### config.mk
export PLATFORM = sky130hd
export DESIGN_NAME = prefix_varint_decoder_flat
export DESIGN_NICKNAME = d
export VERILOG_FILES = /design/src/hw/rtl/pvd_pkg.sv /design/src/hw/rtl/pvd_stream_if.sv /design/src/hw/rtl/pvd_byte_decoder.sv /design/src/hw/rtl/pvd_out_buffer.sv /design/src/hw/rtl/prefix_varint_decoder.sv /design/src/flat_wrapper.sv
export SDC_FILE = /design/constraint.sdc
export NUM_CORES = 1
export LEC_CHECK = 0
export ABC_AREA = 0
export BUFFER_PORTS_ARGS = -buffer_cell sky130_fd_sc_hd__clkbuf_2
export CORE_UTILIZATION = 55
export CTS_CLUSTER_DIAMETER = 200
export DETAILED_ROUTE_END_ITERATION = 10
export PLACE_DENSITY = 0.8
export SLEW_MARGIN = 10
export SYNTH_ARGS = -nofsm -noshare
export SYNTH_HDL_FRONTEND = slang
export SYNTH_SLANG_ARGS = --single-unit
### constraint.sdc
create_clock -name clk -period 4.8 [get_ports clk]
set_input_delay 0.96 -clock clk [delete_from_list [all_inputs] [get_ports clk]]
set_output_delay 0.96 -clock clk [all_outputs]
set_load 0.01 [all_outputs]
### src/hw/rtl/pvd_pkg.sv
// Shared types and constants of the prefix varint decoder.
package pvd_pkg;

    // Stream payload of one encoded byte
    typedef struct packed {
        logic [7:0] data_byte;
    } byte_item_t;

    // Stream payload of one decoded value
    typedef struct packed {
        logic [63:0] decoded_value;
        logic [3:0]  encoded_length;
        logic        format_error;
    } value_item_t;

    // Decoded value plus its valid strobe, decoder to output buffer
    typedef struct packed {
        logic        valid;
        value_item_t item;
    } value_push_t;

    // Data bits that may not be set once shifted by the header width
    localparam logic [63:0] OVERFLOW_MASK = 64'hfe00_0000_0000_0000;

    // Lengths of the results that come straight from a header byte
    localparam logic [3:0] LEN_SINGLE     = 4'd1;
    localparam logic [3:0] LEN_BAD_HEADER = 4'd2;

    // Data bytes after a two-byte header, on top of its length marker
    localparam logic [3:0] LONG_DATA_BASE = 4'd7;

    // Length added to the data byte count by a one-byte header
    localparam logic [3:0] HEADER_LEN = 4'd1;

endpackage

### src/hw/rtl/pvd_stream_if.sv
// Valid/ready stream channel with a typed payload.
interface pvd_stream_if #(
    parameter type payload_t = logic
);
    logic     valid;
    logic     ready;
    payload_t payload;

    modport source (output valid, output payload, input ready);
    modport sink   (input valid, input payload, output ready);
endinterface

### src/hw/rtl/pvd_byte_decoder.sv
// Decode state and per-byte decode logic of the prefix varint decoder.
module pvd_byte_decoder (
    input  logic                clk,
    input  logic                rst_n,
    input  logic                accept,
    input  logic [7:0]          data_byte,
    output pvd_pkg::value_push_t result
);

    typedef enum logic [1:0] {
        PH_HEADER  = 2'd0,
        PH_HEADER2 = 2'd1,
        PH_DATA1   = 2'd2,
        PH_DATA2   = 2'd3
    } phase_t;

    phase_t      phase_reg, phase_next;
    logic [3:0]  left_reg, left_next;
    logic [6:0]  payload_reg, payload_next;
    logic [2:0]  shift_reg, shift_next;
    logic [63:0] data_reg, data_next;
    logic [2:0]  pos_reg, pos_next;

    logic [2:0]  first_k;
    logic [3:0]  left_dec;
    logic [63:0] merged;
    logic [63:0] ovf_mask;
    logic [2:0]  data_k;
    logic [3:0]  data_len;

    // Position of the lowest set bit of a nonzero even header byte
    always_comb
    begin
        if (data_byte[1])
            first_k = 3'd1;
        else if (data_byte[2])
            first_k = 3'd2;
        else if (data_byte[3])
            first_k = 3'd3;
        else if (data_byte[4])
            first_k = 3'd4;
        else if (data_byte[5])
            first_k = 3'd5;
        else if (data_byte[6])
            first_k = 3'd6;
        else
            first_k = 3'd7;
    end

    // Data byte merge, overflow check and length
    always_comb
    begin
        left_dec = (left_reg == 4'd0) ? 4'd0 : left_reg - 4'd1;
        merged   = data_reg | ({56'd0, data_byte} << {pos_reg, 3'b000});
        data_k   = 3'd7 - shift_reg;
        ovf_mask = pvd_pkg::OVERFLOW_MASK << data_k;
        data_len = {1'b0, pos_reg} + 4'd1 + pvd_pkg::HEADER_LEN
                 + ((phase_reg == PH_DATA2) ? 4'd1 : 4'd0);
    end

    // Next state and result
    always_comb
    begin
        phase_next   = phase_reg;
        left_next    = left_reg;
        payload_next = payload_reg;
        shift_next   = shift_reg;
        data_next    = data_reg;
        pos_next     = pos_reg;
        result       = '0;

        if (accept)
        begin
            case (phase_reg)
                PH_HEADER:
                begin
                    if (data_byte[0])
                    begin
                        result.valid                = 1'b1;
                        result.item.decoded_value   = {57'd0, data_byte[7:1]};
                        result.item.encoded_length  = pvd_pkg::LEN_SINGLE;
                    end
                    else if (data_byte == 8'd0)
                    begin
                        phase_next = PH_HEADER2;
                    end
                    else
                    begin
                        payload_next = 7'(data_byte >> ({1'b0, first_k} + 4'd1));
                        shift_next   = 3'd7 - first_k;
                        left_next    = {1'b0, first_k};
                        data_next    = '0;
                        pos_next     = '0;
                        phase_next   = PH_DATA1;
                    end
                end
                PH_HEADER2:
                begin
                    if (data_byte[1:0] == 2'b00)
                    begin
                        result.valid               = 1'b1;
                        result.item.encoded_length = pvd_pkg::LEN_BAD_HEADER;
                        result.item.format_error   = 1'b1;
                        phase_next                 = PH_HEADER;
                        left_next                  = '0;
                        payload_next               = '0;
                        shift_next                 = '0;
                        data_next                  = '0;
                        pos_next                   = '0;
                    end
                    else
                    begin
                        // bit 0 set: k = 0, otherwise k = 1
                        payload_next = data_byte[0] ? data_byte[7:1] : {1'b0, data_byte[7:2]};
                        shift_next   = data_byte[0] ? 3'd7 : 3'd6;
                        left_next    = pvd_pkg::LONG_DATA_BASE + (data_byte[0] ? 4'd0 : 4'd1);
                        data_next    = '0;
                        pos_next     = '0;
                        phase_next   = PH_DATA2;
                    end
                end
                default:
                begin
                    // data bytes, little-endian above the header bits
                    if (left_dec != 4'd0)
                    begin
                        data_next = merged;
                        pos_next  = pos_reg + 3'd1;
                        left_next = left_dec;
                    end
                    else
                    begin
                        result.valid               = 1'b1;
                        result.item.encoded_length = data_len;
                        if ((merged & ovf_mask) != 64'd0)
                            result.item.format_error = 1'b1;
                        else
                            result.item.decoded_value = (merged << shift_reg)
                                                      | {57'd0, payload_reg};
                        phase_next   = PH_HEADER;
                        left_next    = '0;
                        payload_next = '0;
                        shift_next   = '0;
                        data_next    = '0;
                        pos_next     = '0;
                    end
                end
            endcase
        end
    end

    // Decode state registers
    always_ff @(posedge clk or negedge rst_n)
    begin
        if (!rst_n)
        begin
            phase_reg   <= PH_HEADER;
            left_reg    <= '0;
            payload_reg <= '0;
            shift_reg   <= '0;
            data_reg    <= '0;
            pos_reg     <= '0;
        end
        else
        begin
            phase_reg   <= phase_next;
            left_reg    <= left_next;
            payload_reg <= payload_next;
            shift_reg   <= shift_next;
            data_reg    <= data_next;
            pos_reg     <= pos_next;
        end
    end

endmodule

### src/hw/rtl/pvd_out_buffer.sv
// Result register with a skid entry on the value stream.
module pvd_out_buffer (
    input  logic                 clk,
    input  logic                 rst_n,
    input  pvd_pkg::value_push_t push,
    output logic                 space,
    pvd_stream_if.source         value_stream
);

    logic                 out_valid_reg;
    pvd_pkg::value_item_t out_item_reg;
    logic                 skid_valid_reg;
    pvd_pkg::value_item_t skid_item_reg;
    logic                 pop;

    assign pop                  = out_valid_reg & value_stream.ready;
    assign space                = ~skid_valid_reg;
    assign value_stream.valid   = out_valid_reg;
    assign value_stream.payload = out_item_reg;

    // Valid flags
    always_ff @(posedge clk or negedge rst_n)
    begin
        if (!rst_n)
        begin
            out_valid_reg  <= 1'b0;
            skid_valid_reg <= 1'b0;
        end
        else if (skid_valid_reg)
        begin
            if (pop)
                skid_valid_reg <= 1'b0;
        end
        else if (!out_valid_reg || pop)
        begin
            out_valid_reg <= push.valid;
        end
        else if (push.valid)
        begin
            skid_valid_reg <= 1'b1;
        end
    end

    // Result payloads
    always_ff @(posedge clk)
    begin
        if (skid_valid_reg)
        begin
            if (pop)
                out_item_reg <= skid_item_reg;
        end
        else if (!out_valid_reg || pop)
        begin
            if (push.valid)
                out_item_reg <= push.item;
        end
        else if (push.valid)
        begin
            skid_item_reg <= push.item;
        end
    end

endmodule

### src/hw/rtl/prefix_varint_decoder.sv
// Top level of the 64-bit prefix varint decoder.
//
// byte_stream carries one encoded byte per request; value_stream carries one
// decoded value per completed varint: the value, its length in bytes (1..10)
// and a format error flag (bad second header byte or a value past 64 bits,
// value reads zero then). Bytes that do not complete a varint give no request.
// Both channels use valid/ready; a request moves when both are high.
// A byte goes into an input register when it is taken; from there the bit scan
// and merge run against the decode state and load the result register that
// drives value_stream, or the skid entry while that register is held.
// One byte is taken every cycle while value_stream drains; the limit is the
// single decode stage that updates the state each cycle.
// When the receiver stalls, one more result parks in a skid entry and byte
// intake keeps going until that entry fills; then byte_stream.ready drops.
// Reset empties both registers and returns the decoder to await a header.
module prefix_varint_decoder (
    input  logic         clk,
    input  logic         rst_n,
    pvd_stream_if.sink   byte_stream,
    pvd_stream_if.source value_stream
);

    logic                 in_valid_reg;
    logic [7:0]           in_byte_reg;
    logic                 space;
    logic                 fire;
    pvd_pkg::value_push_t push;

    assign fire              = in_valid_reg & space;
    assign byte_stream.ready = ~in_valid_reg | space;

    // Input register
    always_ff @(posedge clk or negedge rst_n)
    begin
        if (!rst_n)
            in_valid_reg <= 1'b0;
        else if (byte_stream.ready)
            in_valid_reg <= byte_stream.valid;
    end

    always_ff @(posedge clk)
    begin
        if (byte_stream.valid && byte_stream.ready)
            in_byte_reg <= byte_stream.payload.data_byte;
    end

    pvd_byte_decoder u_decoder (
        .clk       (clk),
        .rst_n     (rst_n),
        .accept    (fire),
        .data_byte (in_byte_reg),
        .result    (push)
    );

    pvd_out_buffer u_out_buffer (
        .clk          (clk),
        .rst_n        (rst_n),
        .push         (push),
        .space        (space),
        .value_stream (value_stream)
    );

endmodule

### src/flat_wrapper.sv
// flat-port wrapper written by rule: the top's interface ports become plain ports
module prefix_varint_decoder_flat 
  (clk, rst_n, byte_stream_valid, byte_stream_payload, byte_stream_ready, value_stream_valid, value_stream_payload, value_stream_ready);
  pvd_stream_if #(.payload_t(pvd_pkg::byte_item_t)) byte_stream_i ();
  pvd_stream_if #(.payload_t(pvd_pkg::value_item_t)) value_stream_i ();
  input  logic clk;
  input  logic rst_n;
  input wire logic [$bits(byte_stream_i.valid)-1:0] byte_stream_valid;
  input wire logic [$bits(byte_stream_i.payload)-1:0] byte_stream_payload;
  output wire logic [$bits(byte_stream_i.ready)-1:0] byte_stream_ready;
  output wire logic [$bits(value_stream_i.valid)-1:0] value_stream_valid;
  output wire logic [$bits(value_stream_i.payload)-1:0] value_stream_payload;
  input wire logic [$bits(value_stream_i.ready)-1:0] value_stream_ready;
  assign byte_stream_i.valid = byte_stream_valid;
  assign byte_stream_i.payload = byte_stream_payload;
  assign byte_stream_ready = byte_stream_i.ready;
  assign value_stream_valid = value_stream_i.valid;
  assign value_stream_payload = value_stream_i.payload;
  assign value_stream_i.ready = value_stream_ready;
  prefix_varint_decoder u_core (.clk(clk), .rst_n(rst_n), .byte_stream(byte_stream_i), .value_stream(value_stream_i));
endmodule
==> results.json <==
{
  "status": "finished, final reports clean",
  "hp-class": "input port to async pin",
  "relSlewSlack_pct": 20.2,
  "min_period_ns": 3.40,
  "area.growth.synth_to_final_pct": 10.1,
  "yosysWarnings": 0,
  "first_iter_violations": 1183,
  "mostFrequentLayoutCells": "172 x nor2_1, 146 x edfxtp_1, 95 x nand2_1",
  "num_rows": 55,
  "gp_congestion": 0.935,
  "diodes": 0,
  "antenna_found_initial": 0,
  "io_buffer_count": 82,
  "clk_pin_slew_ns": 0.07,
  "synthesis.nets": 1245,
  "setup_viol": 0,
  "ir_drop_mv": 0.301,
  "clock_path_buffers": 3,
  "fin_crit_sh_pct": 70.8,
  "post-place-ws_ns": 1.44,
  "routed_wl_um": 32300,
  "fin_setup_tns_ns": 0,
  "fillers": 1818,
  "die_y_um": 155,
  "crit_path_start_kind": "flip-flop",
  "synth_area_leaders": "edfxtp_1 34%, dfrtp_1 17%, nor2_1 5.0%",
  "busiest_layer": "met2",
  "critical_path_arrival_ns": 3.67,
  "netlist_area_mm2": 0.0129,
  "leakagePower_nw": 5.26,
  "yosysTopAreaCellShare_pct": 34.0,
  "critPathCaptureType": "flip-flop",
  "grt_max_degree": 75,
  "ys_seq_area_share_pct": 50.7,
  "grt_use_met2_pct": 41.1,
  "synth-seq-cells": 232,
  "dr.pass1.iters": 6,
  "die_area_mm2": 0.0240,
  "drc_errors": 0,
  "required_ns": 5.07,
  "yosys.area.top_type": "edfxtp_1",
  "finalClockSkew_ns": 0.0232,
  "drive_gt1_share_pct": 19.5,
  "drtAntennaViolNets": 0,
  "syn_avg_cell_area_um2": 10.5,
  "final-hold-violation-count": 0,
  "grt_pass1_wl_um": 51400,
  "clock.fmax_mhz": 294,
  "netlist_instances": 1230,
  "grt_pass1_vias": 9341,
  "cts_tree": "done",
  "wl_per_cell_um": 20.4,
  "start_util_pct": 56.6,
  "cp_max_fo": 71,
  "synth_cell_types": 80,
  "met1_usage_pct": 39.9,
  "postCtsSetupRepairBufs": 0,
  "yosys_most_used_dff": "edfxtp_1",
  "h-tree-depth": 1,
  "viasPerCell": 6.34,
  "pin_count": 83,
  "holdWs_ns": 0.423,
  "slowest_delay_ns": 1.15,
  "grt_overflow": 0,
  "rsz0062_at_grt": "false",
  "clock_sink_count": 232,
  "synthArstFlopShare_pct": 37.1,
  "cap_viol_max_count": 0,
  "holdBufCountCts": 0,
  "cts_buffers": 25,
  "via_count": 10037,
  "root_buffer": "clkbuf_16",
  "cellPowerDensity_mw_per_mm2": 656,
  "power_mw": 9.30,
  "final_common_cell": "nor2_1",
  "cts_resized": 0,
  "core_mm2": 0.0228,
  "path_cells": "a41oi_2, o32ai_1, nor3_1, nand4_4, buf_4, o21ai_0",
  "hpwl_um": 20900,
  "crit_type": "flip-flop to flip-flop",
  "maxSlewViolCount": 0,
  "clkLatencyLatePin_ns": 0.55,
  "cpMaxStageDelayCell": "dfrtp_2",
  "nNetsFinal": 1265,
  "post-route-util_pct": 62.3,
  "die_x_um": 155,
  "setup_ws_ns": 1.40,
  "worst_slew_pin_slew_ns": 1.20,
  "grt_usage_pct": 26.9,
  "use_met3_pct": 4.54,
  "synth_edf_count": 146
}
worst max-delay path, delay by kind of cell (launching register included):
kind	cells	cell delay [ns]
AO/OA/AOI/OAI	3	1.06
flip-flops	1	1.15
buffers and inverters	1	0.41
AND/OR/NAND/NOR	2	0.48
layer usage:
layer | vias up | routed length, µm
met5 | - | 0
met4 | 0 | 609
met3 | 53 | 2830
met2 | 546 | 14700
met1 | 4831 | 14200
li1 | 4607 | -
final timing paths:
check	from	to	slack, ns	depth (start not counted)
max	u_core.u_decoder.pos_reg[0]$_DFFE_PN0P_	u_core.u_out_buffer.value_stream.payload[20]$_DFFE_PP_	1.40	6
min	rst_n	u_core.u_decoder.left_reg[2]$_DFFE_PN0P_	0.42	1
max reg2reg	u_core.u_decoder.pos_reg[0]$_DFFE_PN0P_	u_core.u_out_buffer.value_stream.payload[20]$_DFFE_PP_	1.40	6
min reg2reg	u_core.u_decoder.data_reg[36]$_DFFE_PN0P_	u_core.u_decoder.data_reg[36]$_DFFE_PN0P_	0.49	2
max in group asynchronous	rst_n	u_core.u_decoder.shift_reg[1]$_DFFE_PN0P_	3.35	2
min in group clk	u_core.u_decoder.data_reg[36]$_DFFE_PN0P_	u_core.u_decoder.data_reg[36]$_DFFE_PN0P_	0.49	2
synthesized netlist by cell type, types with 8 or more instances:
library cell	instances
buf_6	8
buf_1	13
nor2_1	172
buf_4	8
nand3_1	8
a21o_1	9
o21ai_1	58
or2_2	10
nand2_1	95
mux2_2	53
edfxtp_1	146
dfrtp_1	86
clkbuf_1	53
a21oi_1	84
inv_1	36
o21ai_0	27
buf_2	31
nand4bb_1	20
mux2i_1	62
nand4b_1	25
o32ai_1	9
a32oi_1	45
nor3_1	13
nor2b_1	25
cell type report:
class	instances	area, µm²	area share [%]
Timing Repair Buffer	106	618	4.36
Tap cell	313	392	2.76
Clock inverter	20	174	1.23
Clock buffer	26	629	4.44
Inverter	38	143	1.01
Sequential cell	232	6540	46.1
Multi-Input combinational cell	847	5680	40.1
metrics by stage:
stage	cells	instance area [µm²]
3_5_place_dp	1536	13400
4_1_cts	1582	14200
3_3_place_gp	1536	13400
2_1_floorplan	1230	12900
5_1_grt	1582	14200
6_report	1582	14200
where the power goes:
part,internal (mW),switching (mW)
Clock,1.07,0.823
Combinational,1.59,2.64
Sequential,2.73,0.440
Total,5.40,3.90
cell families (layout without fill, tap and decap cells):
logic type	Yosys count	count (layout)	share of synthesized area (%)
AO/OA/AOI/OAI	311	311	16.6
XOR/XNOR	2	2	0.136
adder cells (fa/ha/maj)	3	3	0.291
buffers and inverters	151	190	5.40
flip-flops	232	232	50.7
multiplexers	120	120	10.2
AND/OR/NAND/NOR	411	411	16.6
Power figures use the tool's default switching activity.
